### src/rtl/lbps_pkg.sv
`timescale 1ns / 1ps

package lbps_pkg;

  // Pattern codes, shared by pattern_sel and active_pattern.
  localparam logic [2:0] PAT_TEMPO   = 3'd0;
  localparam logic [2:0] PAT_HELD    = 3'd1;
  localparam logic [2:0] PAT_SAVING  = 3'd2;
  localparam logic [2:0] PAT_LOADING = 3'd3;
  localparam logic [2:0] PAT_ERROR   = 3'd4;
  localparam logic [2:0] PAT_MIRROR  = 3'd5;

  localparam logic [0:0] FUNC_TICK    = 1'b0;
  localparam logic [0:0] FUNC_TRIGGER = 1'b1;

  localparam logic [15:0] TEMPO_PULSE_RESET = 16'd50;

  // Configuration register index, taken from paddr[2].
  localparam logic [0:0] REG_TEMPO_PULSE = 1'b0;

  typedef struct packed {
    logic        func;
    logic [2:0]  pattern_sel;
    logic [31:0] now_ms;
  } in_item_t;

  typedef struct packed {
    logic       led_on;
    logic       led_write;
    logic [2:0] active_pattern;
  } out_item_t;

  typedef struct packed {
    logic [2:0]  cur_pattern;
    logic        lamp_lit;
    logic [31:0] pattern_start_ms;
    logic [31:0] phase_start_ms;
  } seq_state_t;

  // Remainder of a 32-bit value by 2000. 2000 = 16 * 125, and 128 is 3 modulo 125,
  // so the upper 28 bits are folded in 7-bit digits weighted by powers of three.
  function automatic logic [10:0] mod2000(input logic [31:0] x);
    logic [27:0] y;
    logic [12:0] s;
    logic [7:0]  t;
    logic [6:0]  m;
    y = x[31:4];
    s = 13'(y[6:0]) + 13'(y[13:7]) * 13'd3 + 13'(y[20:14]) * 13'd9
        + 13'(y[27:21]) * 13'd27;
    t = 8'(s[6:0]) + 8'(s[12:7]) * 8'd3;
    if (t >= 8'd125) begin
      m = 7'(t - 8'd125);
    end else begin
      m = t[6:0];
    end
    return {m, x[3:0]};
  endfunction

endpackage

### src/rtl/lbps_step.sv
`timescale 1ns / 1ps

module lbps_step (
  input  lbps_pkg::in_item_t   item,
  input  lbps_pkg::seq_state_t st,
  input  logic [15:0]          tempo_pulse_ms,
  output lbps_pkg::seq_state_t st_nxt,
  output lbps_pkg::out_item_t  res
);
  import lbps_pkg::*;

  logic [31:0] pat_el;
  logic [31:0] ph_el;
  logic [10:0] pat_mod;
  logic        follow_en;
  logic        follow_lvl;
  logic        wrote;

  assign pat_el  = item.now_ms - st.pattern_start_ms;
  assign ph_el   = item.now_ms - st.phase_start_ms;
  assign pat_mod = mod2000(pat_el);

  always_comb begin
    st_nxt     = st;
    wrote      = 1'b0;
    follow_en  = 1'b0;
    follow_lvl = 1'b0;
    if (item.func == FUNC_TRIGGER) begin
      st_nxt.cur_pattern      = (item.pattern_sel <= PAT_MIRROR) ? item.pattern_sel
                                                                 : PAT_TEMPO;
      st_nxt.pattern_start_ms = item.now_ms;
      st_nxt.phase_start_ms   = item.now_ms;
      st_nxt.lamp_lit         = 1'b1;
      wrote                   = 1'b1;
    end else begin
      case (st.cur_pattern)
        PAT_HELD: begin
          if (pat_el < 32'd400) begin
            follow_en  = 1'b1;
            follow_lvl = (pat_el < 32'd100) || (pat_el >= 32'd150 && pat_el < 32'd250);
          end else begin
            st_nxt.pattern_start_ms = item.now_ms;
          end
        end
        PAT_SAVING: begin
          // Five blinks, one per 200 ms period, end at 1000 ms.
          if (ph_el >= 32'd1000) begin
            st_nxt.cur_pattern = PAT_TEMPO;
            st_nxt.lamp_lit    = 1'b0;
            wrote              = 1'b1;
          end else begin
            follow_en  = 1'b1;
            follow_lvl = (ph_el < 32'd100) || (ph_el >= 32'd200 && ph_el < 32'd300)
                      || (ph_el >= 32'd400 && ph_el < 32'd500)
                      || (ph_el >= 32'd600 && ph_el < 32'd700)
                      || (ph_el >= 32'd800 && ph_el < 32'd900);
          end
        end
        PAT_LOADING: begin
          follow_en  = 1'b1;
          follow_lvl = pat_mod < 11'd1000;
        end
        PAT_ERROR: begin
          // Three blinks, one per 100 ms period, end at 300 ms.
          if (ph_el >= 32'd300) begin
            st_nxt.cur_pattern = PAT_TEMPO;
            st_nxt.lamp_lit    = 1'b0;
            wrote              = 1'b1;
          end else begin
            follow_en  = 1'b1;
            follow_lvl = (ph_el < 32'd50) || (ph_el >= 32'd100 && ph_el < 32'd150)
                      || (ph_el >= 32'd200 && ph_el < 32'd250);
          end
        end
        PAT_MIRROR: begin
          if (pat_el < 32'd300) begin
            follow_en  = 1'b1;
            follow_lvl = pat_el < 32'd200;
          end else begin
            st_nxt.pattern_start_ms = item.now_ms;
          end
        end
        default: begin
          if (st.lamp_lit && ph_el >= 32'(tempo_pulse_ms)) begin
            st_nxt.lamp_lit = 1'b0;
            wrote           = 1'b1;
          end
        end
      endcase
      if (follow_en && follow_lvl != st.lamp_lit) begin
        st_nxt.lamp_lit = follow_lvl;
        wrote           = 1'b1;
      end
    end
  end

  assign res.led_on         = st_nxt.lamp_lit;
  assign res.led_write      = wrote;
  assign res.active_pattern = st_nxt.cur_pattern;

endmodule

### src/rtl/led_blink_pattern_sequencer.sv
`timescale 1ns / 1ps

// LED blink pattern sequencer. Each item carries a millisecond timestamp and is either a
// trigger, which selects a pattern, restarts both time bases and lights the LED, or a tick,
// which advances the active pattern; every item yields exactly one result item giving the
// LED level, whether the pin was driven and the pattern in force. Items pass through an
// input register and are worked out combinationally into the result register, so one item
// is taken every cycle while the result channel is not stalled; its result item is
// offered once the item moves into the result register. The combinational update of the
// pattern state sets this rate. The input register also acts as a skid stage, so one
// further item is taken while a finished result waits for the consumer. The pulse
// length of the tempo pattern sits in the only configuration register, at byte address 0.

module led_blink_pattern_sequencer (
  input  logic                clk,
  input  logic                rst_n,
  // Input channel
  input  logic                in_valid,
  output logic                in_stall,
  input  lbps_pkg::in_item_t  in_item,
  // Result channel
  output logic                out_valid,
  input  logic                out_stall,
  output lbps_pkg::out_item_t out_item,
  // Configuration port
  input  logic                cfg_psel,
  input  logic                cfg_penable,
  input  logic                cfg_pwrite,
  input  logic [2:0]          cfg_paddr,
  input  logic [31:0]         cfg_pwdata,
  output logic [31:0]         cfg_prdata,
  output logic                cfg_pready
);
  import lbps_pkg::*;

  logic [15:0] tempo_pulse_r;
  logic        stg_vld_r;
  in_item_t    stg_item_r;
  logic        out_vld_r;
  out_item_t   out_item_r;
  seq_state_t  state_r;
  seq_state_t  state_nxt;
  out_item_t   res;
  logic        advance;
  logic        cfg_wr;

  // Configuration: writes land on the access phase; only paddr[2] selects a register.
  assign cfg_pready = 1'b1;
  assign cfg_wr     = cfg_psel && cfg_penable && cfg_pwrite && cfg_pready;

  always_ff @(posedge clk) begin
    if (!rst_n) begin
      tempo_pulse_r <= TEMPO_PULSE_RESET;
    end else if (cfg_wr && cfg_paddr[2] == REG_TEMPO_PULSE) begin
      tempo_pulse_r <= cfg_pwdata[15:0];
    end
  end

  assign cfg_prdata = (cfg_paddr[2] == REG_TEMPO_PULSE) ? {16'd0, tempo_pulse_r} : 32'd0;

  // The staged item moves on when the result register is empty or being emptied.
  assign advance  = stg_vld_r && (!out_vld_r || !out_stall);
  assign in_stall = stg_vld_r && !advance;

  always_ff @(posedge clk) begin
    if (!rst_n) begin
      stg_vld_r <= 1'b0;
    end else if (!in_stall) begin
      stg_vld_r <= in_valid;
    end
  end

  always_ff @(posedge clk) begin
    if (!in_stall && in_valid) begin
      stg_item_r <= in_item;
    end
  end

  lbps_step u_step (
    .item           (stg_item_r),
    .st             (state_r),
    .tempo_pulse_ms (tempo_pulse_r),
    .st_nxt         (state_nxt),
    .res            (res)
  );

  // Pattern state changes only as an item passes into the result register.
  always_ff @(posedge clk) begin
    if (!rst_n) begin
      state_r <= '0;
    end else if (advance) begin
      state_r <= state_nxt;
    end
  end

  always_ff @(posedge clk) begin
    if (!rst_n) begin
      out_vld_r <= 1'b0;
    end else if (advance) begin
      out_vld_r <= 1'b1;
    end else if (!out_stall) begin
      out_vld_r <= 1'b0;
    end
  end

  always_ff @(posedge clk) begin
    if (advance) begin
      out_item_r <= res;
    end
  end

  assign out_valid = out_vld_r;
  assign out_item  = out_item_r;

  // A stall on the input side only ever comes from a full result register that is held.
  a_stall_cause: assert property (@(posedge clk) disable iff (!rst_n)
    in_stall |-> (stg_vld_r && out_vld_r && out_stall))
    else $error("input stalled without a held result");

  // The waiting result always matches the pattern state it left behind.
  a_result_state: assert property (@(posedge clk) disable iff (!rst_n)
    out_vld_r |-> (out_item_r.led_on == state_r.lamp_lit
                   && out_item_r.active_pattern == state_r.cur_pattern))
    else $error("result item out of step with pattern state");

  // A trigger always lights the LED and drives the pin.
  a_trigger_lights: assert property (@(posedge clk) disable iff (!rst_n)
    (advance && stg_item_r.func == FUNC_TRIGGER) |=> (out_item_r.led_on && out_item_r.led_write))
    else $error("trigger did not light the LED");

  // Without a write to the pin the LED level holds.
  a_no_write_holds: assert property (@(posedge clk) disable iff (!rst_n)
    (advance && !res.led_write) |-> (res.led_on == state_r.lamp_lit))
    else $error("LED level changed without a pin write");

endmodule
### config.mk
export PLATFORM = sky130hd
export DESIGN_NAME = led_blink_pattern_sequencer
export DESIGN_NICKNAME = d
export VERILOG_FILES = /design/src/rtl/lbps_pkg.sv /design/src/rtl/lbps_step.sv /design/src/rtl/led_blink_pattern_sequencer.sv
export SDC_FILE = /design/constraint.sdc
export NUM_CORES = 1
export LEC_CHECK = 0
export ABC_AREA = 1
export BUFFER_PORTS_ARGS = -buffer_cell sky130_fd_sc_hd__buf_2
export CAP_MARGIN = 20
export CORE_AREA = 2 2 165 167
export DETAILED_ROUTE_END_ITERATION = 7
export DIE_AREA = 0 0 167 169
export GPL_TIMING_DRIVEN = 0
export HOLD_SLACK_MARGIN = 0.02
export PLACE_DENSITY_LB_ADDON = 0.12
export SYNTH_ARGS = -nofsm -noshare
export SYNTH_HDL_FRONTEND = slang
export SYNTH_HIERARCHICAL = 1
export SYNTH_SLANG_ARGS = --single-unit
### constraint.sdc
create_clock -name clk -period 22.7 [get_ports clk]
set_input_delay 1.135 -clock clk [delete_from_list [all_inputs] [get_ports clk]]
set_output_delay 1.135 -clock clk [all_outputs]
set_load 0.05 [all_outputs]
## After elaboration in Yosys (flattened, before gate mapping)

Cells that the tools add are included.

- Bits in registers: 127
- Output and inout bits: 40
- Word-level logic and storage cells: 122

- Add/sub/neg operators: 7
- $mul: 4
- Order comparisons: 25
- Eq/ne operators: 9
- Mux-type cells: 31
- Bitwise logic cells: 1
- Reduce and logical (&&, ||, !) cells: 32

Operators by type and width:

| operator | number |
|---|---|
| $lt 32x8->1 const B | 4 |
| $lt 32x9->1 const B | 4 |
| $ge 32x10->1 const B | 3 |
| $ge 32x8->1 const B | 2 |
| $ge 32x9->1 const B | 2 |
| $lt 32x10->1 const B | 2 |
| $lt 32x7->1 const B | 2 |
| $mux 32 | 2 |
| $pmux 32 s2 | 1 |
| $sub 32x32->32 | 2 |
| $mux 36 | 1 |
| $ge 32x16->1 | 1 |
| $ge 32x7->1 const B | 1 |
| $lt 32x6->1 const B | 1 |
| $mux 1 | 17 |
| $mux 16 | 1 |
| $logic_and 1x1->1 | 15 |
| $add 13x11->13 | 1 |
| $add 13x12->13 | 1 |
| $mul 7x5->12 const B | 1 |
| $lt 11x10->1 const B | 1 |
| $mul 7x4->11 const B | 1 |
| $add 7x9->10 | 1 |
| $pmux 1 s5 | 2 |
| 25 further kinds | 40 |

## Longest topological paths before layout

- Depth in word-level cells: 16
- Mapped depth: 59
- Mapped depth without buffers: 58

## Cells and area by module

The synthesis kept the hierarchy.

Modules (own cells, without submodules):

| module | instances | cells each | area an instance (um2) | sequential area each (um2) |
|---|---|---|---|---|
| lbps_step | 1 | 2014 | 10960.5 | 0.0 |
| led_blink_pattern_sequencer | 1 | 504 | 4695.8 | 2952.8 |

## Worst setup path after synthesis

No wires, ideal clock.

- Kind: flip-flop to flip-flop
- Start: reg stg_item_r[0] in the netlist's numbering
- End: reg state_r[64] in the netlist's numbering
- Arrival time: 8.846 ns
- Setup slack: 13.738 ns
- Cell stages (with the launch flop): 55
- Clock period less this slack: 8.962 ns
- Cells stage by stage: edfxtp_1 inv_1 ha_1 inv_1 fa_1 nand2_1 nand3_1 nand3b_1 nand2_1 nand3_1 nand3_1 nand2_1 nand2_1 inv_1 o21ai_0 xor2_1 ha_1 inv_1 [... 19 more ...] o21ai_0 a21oi_1 nor2_1 nor2_1 nand3b_1 nand2_1 nand2_1 nand2_1 nand3_1 nand2_1 nand2_1 nor2_2 nand3_1 a21oi_1 nand2_1 buf_4 o21ai_0 nor2_1

RTL lines:

| item | line | source |
|---|---|---|
| from (decl) | led_blink_pattern_sequencer.sv:38 | `in_item_t stg_item_r;` |
| from (signal assigned) | led_blink_pattern_sequencer.sv:75 | `stg_item_r <= in_item;` |
| to (signal assigned) | led_blink_pattern_sequencer.sv:92 | `state_r <= state_nxt;` |
| to (decl) | led_blink_pattern_sequencer.sv:41 | `seq_state_t state_r;` |

==> impl_metrics.csv <==
group,metric,value,unit
outcome,outcome,"completed",
worst_setup_path,endpoint,"state_r[64]$_SDFFE_PN0P_",
job,max_cap_violations,0,
place,gp_congestion,0.967,
grt,gr-usage-met2,56.8,%
worst_setup_path,critPathLaunchType,"register",
floorplan,rows,60,
sta,rsz0062_at_grt,"false",
worst_hold_path,min_path_type,"reg -> reg",
cells_and_area,antenna_cells,0,
synthesis,synth_area,15700,sq um
route,wirelength,45900,um
worst_setup_path,critPathLaunch,"stg_item_r[0]$_DFFE_PP_",
synthesis,syn_inst,2518,
clocking,root_buffer,"clkbuf_16",
worst_setup_path,crit_path_max_incr_delay,550,ps
floorplan,die_area,28200,sq um
cells_and_area,fin_util,64.7,%
sta,relSlewSlack,49.9,%
floorplan,core_area,26500,sq um
worst_setup_path,endpoint_kind,"register",
floorplan,ios,118,
sta,fmax,93.8,MHz
clocking,clock_sinks,127,
grt,antenna_found_initial,0,
route,num_vias,16372,
clocking,cts-hold-fix-buffers,0,
synthesis,synth-seq-cells,127,
worst_setup_path,reg2regPathDepth,56,
grt,grt_usage,32.0,%
sta,fin_crit,10670,ps
floorplan,dieWidth,167,um
grt,grt.busiest_layer,"met2",
cells_and_area,areaGrowthSynthToFinish,9.47,%
route,routed_via_density,5.48,
synthesis,syn_avg_cell_area,6.22,sq um
clocking,cts_htree_levels,4,
worst_setup_path,r2r_end,"state_r[64]$_SDFFE_PN0P_",
cells_and_area,mostFrequentLayoutCell,"nand2_1",
clocking,insertion_delay,430,ps
synthesis,ys_seq_area_share,18.9,%
floorplan,start_util,59.1,%
worst_setup_path,r2r_slack,12030,ps
route,drtAntennaViolNets,0,
sta,hold_violations,0,
sta,final.setup.tns,0,ps
clocking,ctsResizeCount,0,
synthesis,async_flop_share,0,%
worst_setup_path,worst-endpoint-required,23030,ps
route,drtIter0Drc,1443,
grt,met1_usage,39.9,%
place,io_buffers,80,
synthesis,synthFlopType,"dfxtp_1",
grt,grtUsageMet3,2.92,%
sta,final-setup-viol-count,0,
cells_and_area,drive_above_1_share,9.11,%
clocking,cts_setup_buffers,0,
place,dp_hpwl,38600,um
synthesis,ys_warn_count,6,
worst_setup_path,crit_type,"reg -> reg",
grt,grt_max_degree,24,
clocking,cts_buffer_depth,2,
cells_and_area,final_cell_mix,"619 x nand2_1, 465 x inv_1, 302 x nor2_1",
worst_setup_path,crit_arrival,10990,ps
worst_setup_path,slowest_stage,"fa_1",
route,drt_drc_violations_left,0,
cells_and_area,finalNetCount,2901,
grt,grt-ovfl-total,0,
sta,fin_crit_sh,47.0,%
route,drtPass1Iterations,5,
synthesis,synth_cell_types,57,
sta,tightest_slew,743,ps
clocking,cts.clk_slew.worst_paths,60,ps
floorplan,die_y,169,um
route,wl_per_cell,15.4,um
sta,maxSlewViolCount,0,
clocking,numCtsBuffers,17,
sta,skew,12.3,ps
grt,grt_pass1_wl,73400,um
grt,grt_pass1_vias,15168,
clocking,cts_tree,"done",
worst_setup_path,r2r_start,"stg_item_r[0]$_DFFE_PP_",
worst_setup_path,crit_path_max_fanout,5,
synthesis,synth_edf_count,41,
## how the worst min path moves through the flow
stage,cells past startpoint,from,slack (ps),to
global route,2,state_r[5]$_SDFFE_PN0P_,510,state_r[5]$_SDFFE_PN0P_
floorplan,2,tempo_pulse_r[1]$_SDFFE_PN1P_,450,tempo_pulse_r[1]$_SDFFE_PN1P_
finish,2,state_r[29]$_SDFFE_PN0P_,490,state_r[29]$_SDFFE_PN0P_
detailed placement,2,state_r[17]$_SDFFE_PN0P_,480,state_r[17]$_SDFFE_PN0P_
global placement,2,state_r[21]$_SDFFE_PN0P_,460,state_r[21]$_SDFFE_PN0P_
CTS,2,state_r[17]$_SDFFE_PN0P_,490,state_r[17]$_SDFFE_PN0P_
## cell type report
class                      count  area (sq um)
buffer                        85           527
clock buffer                  19           464
inverter                     482          1810
tap                          341           427
sequential                   127          2950
fill                        2537          9360
timing repair buffer          81           420
multi-input combinational   1839         10400
clock inverter                13           115
## routing by layer
layer	part of all wire [%]	routed length (um)	vias to the layer above
met4	3.7	1700	0
met5	0	0	-
met2	48	22100	562
li1	-	-	8201
met3	5.6	2570	89
met1	42	19500	7520
## cell families after synthesis
kind of cell	Yosys count	synth area share (%)
buf+inv	567	14.9
simple gates	1162	31.4
compound gates	420	14.9
other cells	2	0.0480
flops	127	18.9
xor+xnor	50	2.89
fa+ha+maj	190	17.0
## worst max-delay path, delay by kind of cell (launching register included)
family / cells / cell delay, ps
buffers and inverters: 11 / 1030
AOI/OAI and AO/OA: 13 / 2080
DFF: 1 / 450
and+or+nand+nor: 18 / 1800
xor gates and xnor gates: 4 / 1410
adders and majority gates: 10 / 3800
## per-stage QoR
stage,setup slack (ps),std cells,hold WS [ps],area [sq um]
after floorplan,13740,2533,451,15700
after global placement,12330,2954,463,16500
after detailed placement,12130,2955,476,16600
after CTS,12100,2987,488,17100
after global routing,11120,2987,508,17100
final,12030,2987,489,17100
## flip-flops by register name, summed over array words and instances, names as in the netlist
signal         count
state_r           68
stg_item_r        36
tempo_pulse_r     16
out_item           5
out_valid          1
stg_vld_r          1
## cell usage after synthesis, types with 3 or more instances
library cell  count  share of area, %
buf_1             3             0.072
o21ai_1          78               2.5
inv_1           465                11
nor2_1          302               7.2
and2_1            7              0.28
clkbuf_1         21              0.50
nor2_4            3              0.22
fa_1             37               4.7
ha_1            153                12
edfxtp_1         41               7.9
inv_2            12              0.29
buf_4            26               1.2
o21ai_0         154               4.9
o221ai_1         32               1.8
nand2_4           4              0.29
nor4_1            3              0.12
o211ai_1          3              0.14
xor2_1           37               2.1
o21a_1            3              0.14
o21bai_1          9              0.43
a211oi_1          5              0.24
nand2_2           9              0.36
nor2_2           20              0.80
nand3_1         112               3.6
nand2_1         619                15
buf_2            23              0.74
a21oi_1         114               3.6
a21oi_2           5              0.28
a21o_1            8              0.38
clkinv_1          3             0.072
nor3_1           15              0.48
nand3_2           3              0.19
dfxtp_1          86                11
nand4_1          42               1.7
nand3b_1         13              0.62
buf_6             9              0.65
xnor2_1          11              0.62
Power is not shown: default switching activity piles up to over one toggle a cycle in this logic, so the estimate is an artifact.
